### src/rtl/core/fwd_pkg.sv
package fwd_pkg;

  localparam int ROUTE_ENTRIES     = 16;
  localparam int PORTS             = 4;
  localparam int NEIGHBOR_KEY_BITS = 16;

  localparam logic [31:0] RIP_GROUP_RESET = 32'hE000_0009;
  localparam logic [7:0]  PROTO_ICMP      = 8'd1;
  localparam logic [7:0]  PROTO_UDP       = 8'd17;
  localparam logic [15:0] ICMP_ECHO_REQ   = 16'd8;
  localparam logic [15:0] UDP_PORT_ECHO   = 16'd7;
  localparam logic [15:0] UDP_PORT_TIME   = 16'd37;
  localparam logic [15:0] UDP_PORT_RIP    = 16'd520;

  typedef enum logic [1:0] {
    MODE_ROUTE  = 2'd0,
    MODE_NEIGH  = 2'd1,
    MODE_IFACE  = 2'd2,
    MODE_PACKET = 2'd3
  } mode_e;

  typedef enum logic [3:0] {
    ACT_WRITTEN  = 4'd0,
    ACT_IGNORED  = 4'd1,
    ACT_ECHO     = 4'd2,
    ACT_UDP_ECHO = 4'd3,
    ACT_TIME     = 4'd4,
    ACT_RIP      = 4'd5,
    ACT_TTL      = 4'd6,
    ACT_NO_ROUTE = 4'd7,
    ACT_FORWARD  = 4'd8,
    ACT_MISS     = 4'd9
  } action_e;

  // route entry as written into one cell
  typedef struct packed {
    logic [31:0] prefix;
    logic [31:0] mask;
    logic [31:0] gateway;
    logic [1:0]  port;
  } route_t;

  // search word handed from cell to cell
  typedef struct packed {
    logic        vld;
    logic [31:0] dest;
    logic        found;
    logic [31:0] mask;
    logic [31:0] gateway;
    logic [1:0]  port;
  } search_t;

  // sort a local packet by protocol and service
  function automatic action_e classify_local(logic [7:0] proto, logic [15:0] service);
    action_e act;
    act = ACT_IGNORED;
    if (proto == PROTO_ICMP) begin
      if (service == ICMP_ECHO_REQ) act = ACT_ECHO;
    end else if (proto == PROTO_UDP) begin
      if (service == UDP_PORT_ECHO) act = ACT_UDP_ECHO;
      else if (service == UDP_PORT_TIME) act = ACT_TIME;
      else if (service == UDP_PORT_RIP) act = ACT_RIP;
    end
    return act;
  endfunction

endpackage

### src/rtl/core/fwd_route_cell.sv
module fwd_route_cell (
  input  logic             clk_i,
  input  logic             rst_ni,
  input  logic             wr_i,
  input  fwd_pkg::route_t  wr_entry_i,
  input  fwd_pkg::search_t srch_i,
  output fwd_pkg::search_t srch_o
);

  logic            valid_q;
  fwd_pkg::route_t entry_q;
  fwd_pkg::search_t srch_d, srch_q;
  logic            hit;

  // entry storage
  always_ff @(posedge clk_i or negedge rst_ni) begin
    if (!rst_ni) begin
      valid_q <= 1'b0;
    end else if (wr_i) begin
      valid_q <= 1'b1;
    end
  end

  always_ff @(posedge clk_i) begin
    if (wr_i) begin
      entry_q <= wr_entry_i;
    end
  end

  // match and keep the longer mask, earlier cell wins a tie
  always_comb begin
    hit = valid_q && ((srch_i.dest & entry_q.mask) == entry_q.prefix) &&
          (!srch_i.found || (entry_q.mask > srch_i.mask));
    srch_d = srch_i;
    if (hit) begin
      srch_d.found   = 1'b1;
      srch_d.mask    = entry_q.mask;
      srch_d.gateway = entry_q.gateway;
      srch_d.port    = entry_q.port;
    end
  end

  // hand the search word to the next cell
  always_ff @(posedge clk_i or negedge rst_ni) begin
    if (!rst_ni) begin
      srch_q <= '0;
    end else begin
      srch_q <= srch_d;
    end
  end

  assign srch_o = srch_q;

endmodule

### src/rtl/core/fwd_route_chain.sv
module fwd_route_chain (
  input  logic             clk_i,
  input  logic             rst_ni,
  input  logic             wr_i,
  input  logic [3:0]       wr_slot_i,
  input  fwd_pkg::route_t  wr_entry_i,
  input  fwd_pkg::search_t srch_i,
  output fwd_pkg::search_t srch_o
);

  fwd_pkg::search_t link [fwd_pkg::ROUTE_ENTRIES+1];

  assign link[0] = srch_i;

  // one cell per route slot
  for (genvar i = 0; i < fwd_pkg::ROUTE_ENTRIES; i++) begin : g_cell
    logic cell_wr;
    assign cell_wr = wr_i && (int'(wr_slot_i) == i);

    fwd_route_cell u_cell (
      .clk_i      (clk_i),
      .rst_ni     (rst_ni),
      .wr_i       (cell_wr),
      .wr_entry_i (wr_entry_i),
      .srch_i     (link[i]),
      .srch_o     (link[i+1])
    );
  end

  assign srch_o = link[fwd_pkg::ROUTE_ENTRIES];

endmodule

### config.mk
export PLATFORM = sky130hd
export DESIGN_NAME = fwd_route_chain
export DESIGN_NICKNAME = d
export VERILOG_FILES = /design/src/rtl/core/fwd_pkg.sv /design/src/rtl/core/fwd_route_cell.sv /design/src/rtl/core/fwd_route_chain.sv
export SDC_FILE = /design/constraint.sdc
export NUM_CORES = 2
export LEC_CHECK = 0
export BUFFER_PORTS_ARGS = -buffer_cell sky130_fd_sc_hd__buf_2
export CORE_MARGIN = 2
export CORE_UTILIZATION = 55
export CTS_CLUSTER_DIAMETER = 100
export DETAILED_ROUTE_END_ITERATION = 10
export PLACE_DENSITY = 0.84
export REMOVE_ABC_BUFFERS = 1
export SLEW_MARGIN = 30
export SYNTH_ARGS = -nofsm -noshare
export SYNTH_HDL_FRONTEND = slang
export SYNTH_HIERARCHICAL = 1
export SYNTH_SLANG_ARGS = --single-unit
### constraint.sdc
create_clock -name clk_i -period 3.1 [get_ports clk_i]
set_input_delay 0.155 -clock clk_i [delete_from_list [all_inputs] [get_ports clk_i]]
set_output_delay 0.155 -clock clk_i [all_outputs]
set_load 0.02 [all_outputs]
# [After elaboration in Yosys (flattened, before gate mapping)]
# Index checks and enable logic that the tools add are counted.
[word_totals] reg_bits=3184 latch_bits=0 ram_bits=0 mem_bits_ro=0 input_bits=205 out_inout_bits=100 elab_cells=336 memories=0
[op_classes] n_addsub=0 multipliers=0 div_mod_pow=0 magnitude_cmp=16 eq_ne=31 n_shift=0 n_mux=16 bitwise=16 n_reduce_logical=81
[op_table] operator="two-way mux 67 bit" count=16
[op_table] operator="bitwise AND 32 bit" count=16
[op_table] operator="== test 32 bit" count=16
[op_table] operator="greater-than comparator 32 bit" count=16
[op_table] operator="logical AND 1 bit" count=48
[op_table] operator="== test 4 bit, second input constant" count=8
[op_table] operator="== test 4 x 3 -> 1 bit, second input constant" count=4
[op_table] operator="logical NOT 1 bit" count=16
[op_table] operator="logical OR 1 bit" count=16
[op_table] operator="== test 4 x 2 -> 1 bit, second input constant" count=2
[op_table] operator="== test 4 x 1 -> 1 bit, second input constant" count=1
[op_table] operator="logical NOT 4 bit" count=1

# [Logic depth before layout (Yosys ltp)]
[depth] depth_word=5 mapped_depth=10 mapped_depth_nobuf=8

# [By module]
# The synthesis kept the hierarchy.
[modules_own_cells] module="fwd_route_cell (g_cell[0].u_cell ...)" instances=13 cells_per_inst=467 area_each_um2=7746.2
[modules_own_cells] module="fwd_route_cell (g_cell[7].u_cell ...)" instances=3 cells_per_inst=471 area_each_um2=7886.3
[modules_own_cells] module="fwd_route_chain" instances=1 cells_per_inst=23 area_each_um2=117.6

# [Worst setup path before layout]
# Ideal clock, no wire load.
[synth_timing] path_kind="input -> register" from="input port wr_slot_i[3]" to="register g_cell[4].u_cell.valid_q" setup_ps=107 t_arrival_ps=7704 t_required_ps=2993 path_slack_ps=-4711 cell_stages=3 path_cell_list="nand3b_1 -> nor3_1 -> or2_2"
[synth_between] elab_chain_cells=2
[synth_lines] item="from (decl)" line_no="fwd_route_chain.sv:5" rtl="input logic [3:0] wr_slot_i,"
[synth_lines] item="== test 4 bit" line_no="fwd_route_chain.sv:18" rtl="assign cell_wr = wr_i && (int'(wr_slot_i) == i);"
[synth_lines] item="logical AND 1 bit" line_no="fwd_route_chain.sv:18"
[synth_lines] item="named net g_cell[4].cell_wr" line_no="fwd_route_chain.sv:17" rtl="logic cell_wr;"
[synth_lines] item="to (signal assigned)" line_no="fwd_route_cell.sv:18" rtl="valid_q <= 1'b0;"
[synth_lines] item="to (signal assigned)" line_no="fwd_route_cell.sv:20" rtl="valid_q <= 1'b1;"
[synth_lines] item="to (decl)" line_no="fwd_route_cell.sv:10" rtl="logic valid_q;"
# The timed path passes the listed nets, and every way through them passes these cells.
# A chain may end at the register's enable or synchronous reset.

==> impl_metrics.tcl <==
set metrics [dict create \
    cts.clk_slew.worst_paths_ns 0.08 \
    initial_utilization 0.553 \
    worstReg2RegStart "g_cell[0].u_cell/entry_q[65]" \
    synth.area.top_cells "sky130_fd_sc_hd__edfxtp_1 (38%), sky130_fd_sc_hd__dfrtp_1 (32%), sky130_fd_sc_hd__mux2_4 (7.7%)" \
    synth-seq-cells 3184 \
    dr_total_vias 70400 \
    share_comb_of_total_power 0.056 \
    detailedPlacementHpwl_um 207000 \
    finalPower_mw 90.3 \
    worst_setup_path_start_kind "flip-flop" \
    synth_edf_count 1568 \
    violations "negative setup slack" \
    setup_repair_after_global_routing_missed_its_margin "true" \
    cpPeakStageDelay_ns 0.64 \
    cts_made_buffers 315 \
    hold_depth 4 \
    clockRootBuffer "sky130_fd_sc_hd__clkbuf_16" \
    async_flop_share 0.508 \
    cell_row_count 174 \
    report.final.slew_viol_count 0 \
    grt_pass1_vias 72300 \
    number_of_antenna_violations_at_the_first_check_in_global_routing 15 \
    power.leakage_nw 63.1 \
    via_density_per_instance 5.86 \
    share_of_cells_above_drive_strength_1 0.236 \
    tritoncts "built" \
    timing.final.hold_violations 0 \
    routed_wirelength_um 339000 \
    overflow 0 \
    netlist-cell-type-count 52 \
    final_cells 12000 \
    postLayoutCoreUtil 0.658 \
    placed_cells 11000 \
    timing.critical_path.slowest_stage_cell "sky130_fd_sc_hd__nor3_1" \
    synth_sequential_area_ratio 0.703 \
    dpl_worst_slack_ns -0.195 \
    timing.final.crit_share 1.06 \
    detail_route.first_pass.iterations 8 \
    htree_levels 5 \
    layout_min_cycle_time_ns 3.29 \
    holdWs_ns 0.0274 \
    whs_endpoint "g_cell[3].u_cell/entry_q[4]" \
    drt_iter0_markers 7331 \
    holdCritStartpoint "wr_slot_i[3]" \
    setup_violations 225 \
    yosys.cell_count.top_type "sky130_fd_sc_hd__dfrtp_1" \
    critPathBufInv 2 \
    hold_class "primary input to flip-flop" \
    insertion_delay_ns 0.95 \
    worst_max_slew_pin_slew_ns 0.980 \
    final_cell_area_um2 148000 \
    placed_area_um2 132000 \
    clock_sinks 3184 \
    cellInternalPower_mw 70.3 \
    synth_flop_cell "sky130_fd_sc_hd__dfrtp_1" \
    synth_top_cell_area_share 0.378 \
    critical_path.cell_chain "nand2_1 > xor2_1 > nand3_1 > nor3_1 > o2111ai_4 > buf_12 > clkbuf_16 > mux2_1" \
    swShare 0.222 \
    power.density_nw_per_um2 610 \
    yosysWarningCount 6 \
    cp-end-kind "flip-flop" \
    portBuffers 304 \
    synth_area_per_cell_um2 16.6 \
    filler_cell_count 13900 \
    data_required_time_at_the_worst_endpoint_ns 3.94 \
    synthesis.area_um2 124000 \
    final_nets 9502 \
    post_drt_antenna_nets 0 \
    layout_area_overhead_pct 19.0 \
    rr_worst_depth 8 \
    critPathMaxFanout 6 \
    power.clock.fraction 0.425 \
    reg2reg_to "g_cell[0].u_cell/srch_o[0]" \
    netlist.top_cell.by_area "sky130_fd_sc_hd__edfxtp_1" \
    status "finished with violations" \
    route.detailed.drc 0 \
    final.setup.tns_ns -12.35 \
    post_synth_inst_count 7507 \
    die_area_um2 230000 \
    max_cap_violations 0 \
    design.portCount 305 \
    grt_util_all_layers 0.273 \
    grt_pass1_wl_um 464000 \
    drt-wirelength-per-cell_um 28.2 \
    grt_max_degree 160 \
    slew_headroom 0.347 \
    most_frequent_cells_after_synthesis "sky130_fd_sc_hd__dfrtp_1 (1616), sky130_fd_sc_hd__edfxtp_1 (1568), sky130_fd_sc_hd__mux2_4 (640)" \
    worstPathArrival_ns 4.13 \
    die_height_um 480 \
    power_frac_seq 0.520 \
    reg2reg_slack_ns -0.19 \
    crit_type "flip-flop to flip-flop" \
    die_w_um 480 \
    core_region_area_um2 225000 \
    finClkSkew_ns 0.0587 \
    crit_family "simple AND/OR/NAND/NOR gates" \
    fmax_mhz 304 \
    cts-root-to-sink-buffers 4 \
    power.net_switching_mw 20.0 \
    postLayoutSetupSlackWorst_ns -0.190 \
    ir_worst_vdd_mv 0.552 \
    placer_congestion_estimate 1.04 \
]
[cell type report]
type	count	area (µm²)	area share
Inverter	547	2050	0.0139
Multi-Input combinational cell	3664	34900	0.236
Tap cell	2992	3740	0.0253
Timing Repair Buffer	1073	9630	0.0651
Clock buffer	444	8940	0.0604
Sequential cell	3184	87500	0.591
Clock inverter	112	1240	0.00838
Antenna cell	7	17.5	0.000118
[flip-flops by register name, summed over array words and instances, names as in the netlist]
signal                 flops
g_cell.u_cell/srch_o    1600
g_cell.u_cell/entry_q   1568
g_cell.u_cell/valid_q     16
[tightest hold or removal path, stage by stage]
cell	delay [ns]
sky130_fd_sc_hd__buf_2	0.14
sky130_fd_sc_hd__or3b_4	0.20
sky130_fd_sc_hd__nor2_4	0.06
sky130_fd_sc_hd__buf_12	0.18
[logic make-up after synthesis]
family,after synthesis,synth area share
xor+xnor,466,0.0328
simple gates,1150,0.0455
flops,3184,0.703
buf+inv,659,0.0260
fa+ha+maj,512,0.0515
mux,1056,0.115
compound gates,480,0.0263
[what timing repair did]
action                     4_1_cts  5_1_grt
hold buffers                   303        0
pin swaps                        9       81
gates cloned                     4       21
setup buffers                    7      118
hold endpoints to repair      3166        0
gates resized for setup         21      138
setup endpoints to repair      380      548
[layout by cell type, fill, tap and decap left out, types with 22 or more instances in the layout]
master,instances
sky130_fd_sc_hd__a21oi_1,196
sky130_fd_sc_hd__nand2_1,608
sky130_fd_sc_hd__clkbuf_8,34
sky130_fd_sc_hd__bufinv_16,26
sky130_fd_sc_hd__dfrtp_1,1616
sky130_fd_sc_hd__a21o_1,35
sky130_fd_sc_hd__nor3_1,29
sky130_fd_sc_hd__inv_1,546
sky130_fd_sc_hd__buf_12,83
sky130_fd_sc_hd__nand3_1,84
sky130_fd_sc_hd__edfxtp_1,1568
sky130_fd_sc_hd__nand4_1,234
sky130_fd_sc_hd__nor4_1,23
sky130_fd_sc_hd__clkbuf_1,84
sky130_fd_sc_hd__xor2_1,466
sky130_fd_sc_hd__mux2_4,666
sky130_fd_sc_hd__dlygate4sd3_1,302
sky130_fd_sc_hd__ha_1,481
sky130_fd_sc_hd__clkbuf_16,344
sky130_fd_sc_hd__ha_4,31
sky130_fd_sc_hd__o21ai_0,41
sky130_fd_sc_hd__mux2_1,324
sky130_fd_sc_hd__buf_2,303
sky130_fd_sc_hd__mux2_2,66
sky130_fd_sc_hd__a221oi_1,32
sky130_fd_sc_hd__buf_4,349
sky130_fd_sc_hd__clkinv_2,49
sky130_fd_sc_hd__clkinv_1,22
[power by group through the flow]
stage | clock network, mW | logic, mW | registers [mW]
finish | 38.3 | 5.01 | 46.9
global route | 40.3 | 5.36 | 47.0
CTS | 38.3 | 4.71 | 46.8
detailed placement | 0 | 4.31 | 47.6
global placement | 0 | 4.10 | 47.6
floorplan | 0 | 2.12 | 47.4
[how the worst max path moves through the flow]
stage	from	endpoint	slack, ns	cells past startpoint
final	g_cell[0].u_cell/entry_q[65]	g_cell[0].u_cell/srch_o[0]	-0.19	8
after CTS	g_cell[9].u_cell/entry_q[37]	g_cell[9].u_cell/srch_o[12]	-0.01	9
after global routing	g_cell[1].u_cell/entry_q[45]	g_cell[1].u_cell/srch_o[18]	-0.26	11
after floorplan	wr_slot_i[3]	g_cell[4].u_cell/valid_q	-4.71	3
after global placement	g_cell[9].u_cell/entry_q[45]	g_cell[9].u_cell/srch_o[19]	-0.14	9
after detailed placement	g_cell[9].u_cell/entry_q[45]	g_cell[9].u_cell/srch_o[20]	-0.20	9
[layer usage]
metal / part of all wire / vias to the layer above / track usage / wire [µm]
met5: 0.000038 / - / 0 / 13
met4: 0.076 / 2 / 0.162 / 25900
met2: 0.49 / 3930 / 0.459 / 166000
met3: 0.072 / 1186 / 0.0339 / 24500
met1: 0.36 / 35700 / 0.341 / 123000
li1: - / 29600 / - / -
Note: power is estimated with default switching activity, not from simulation.
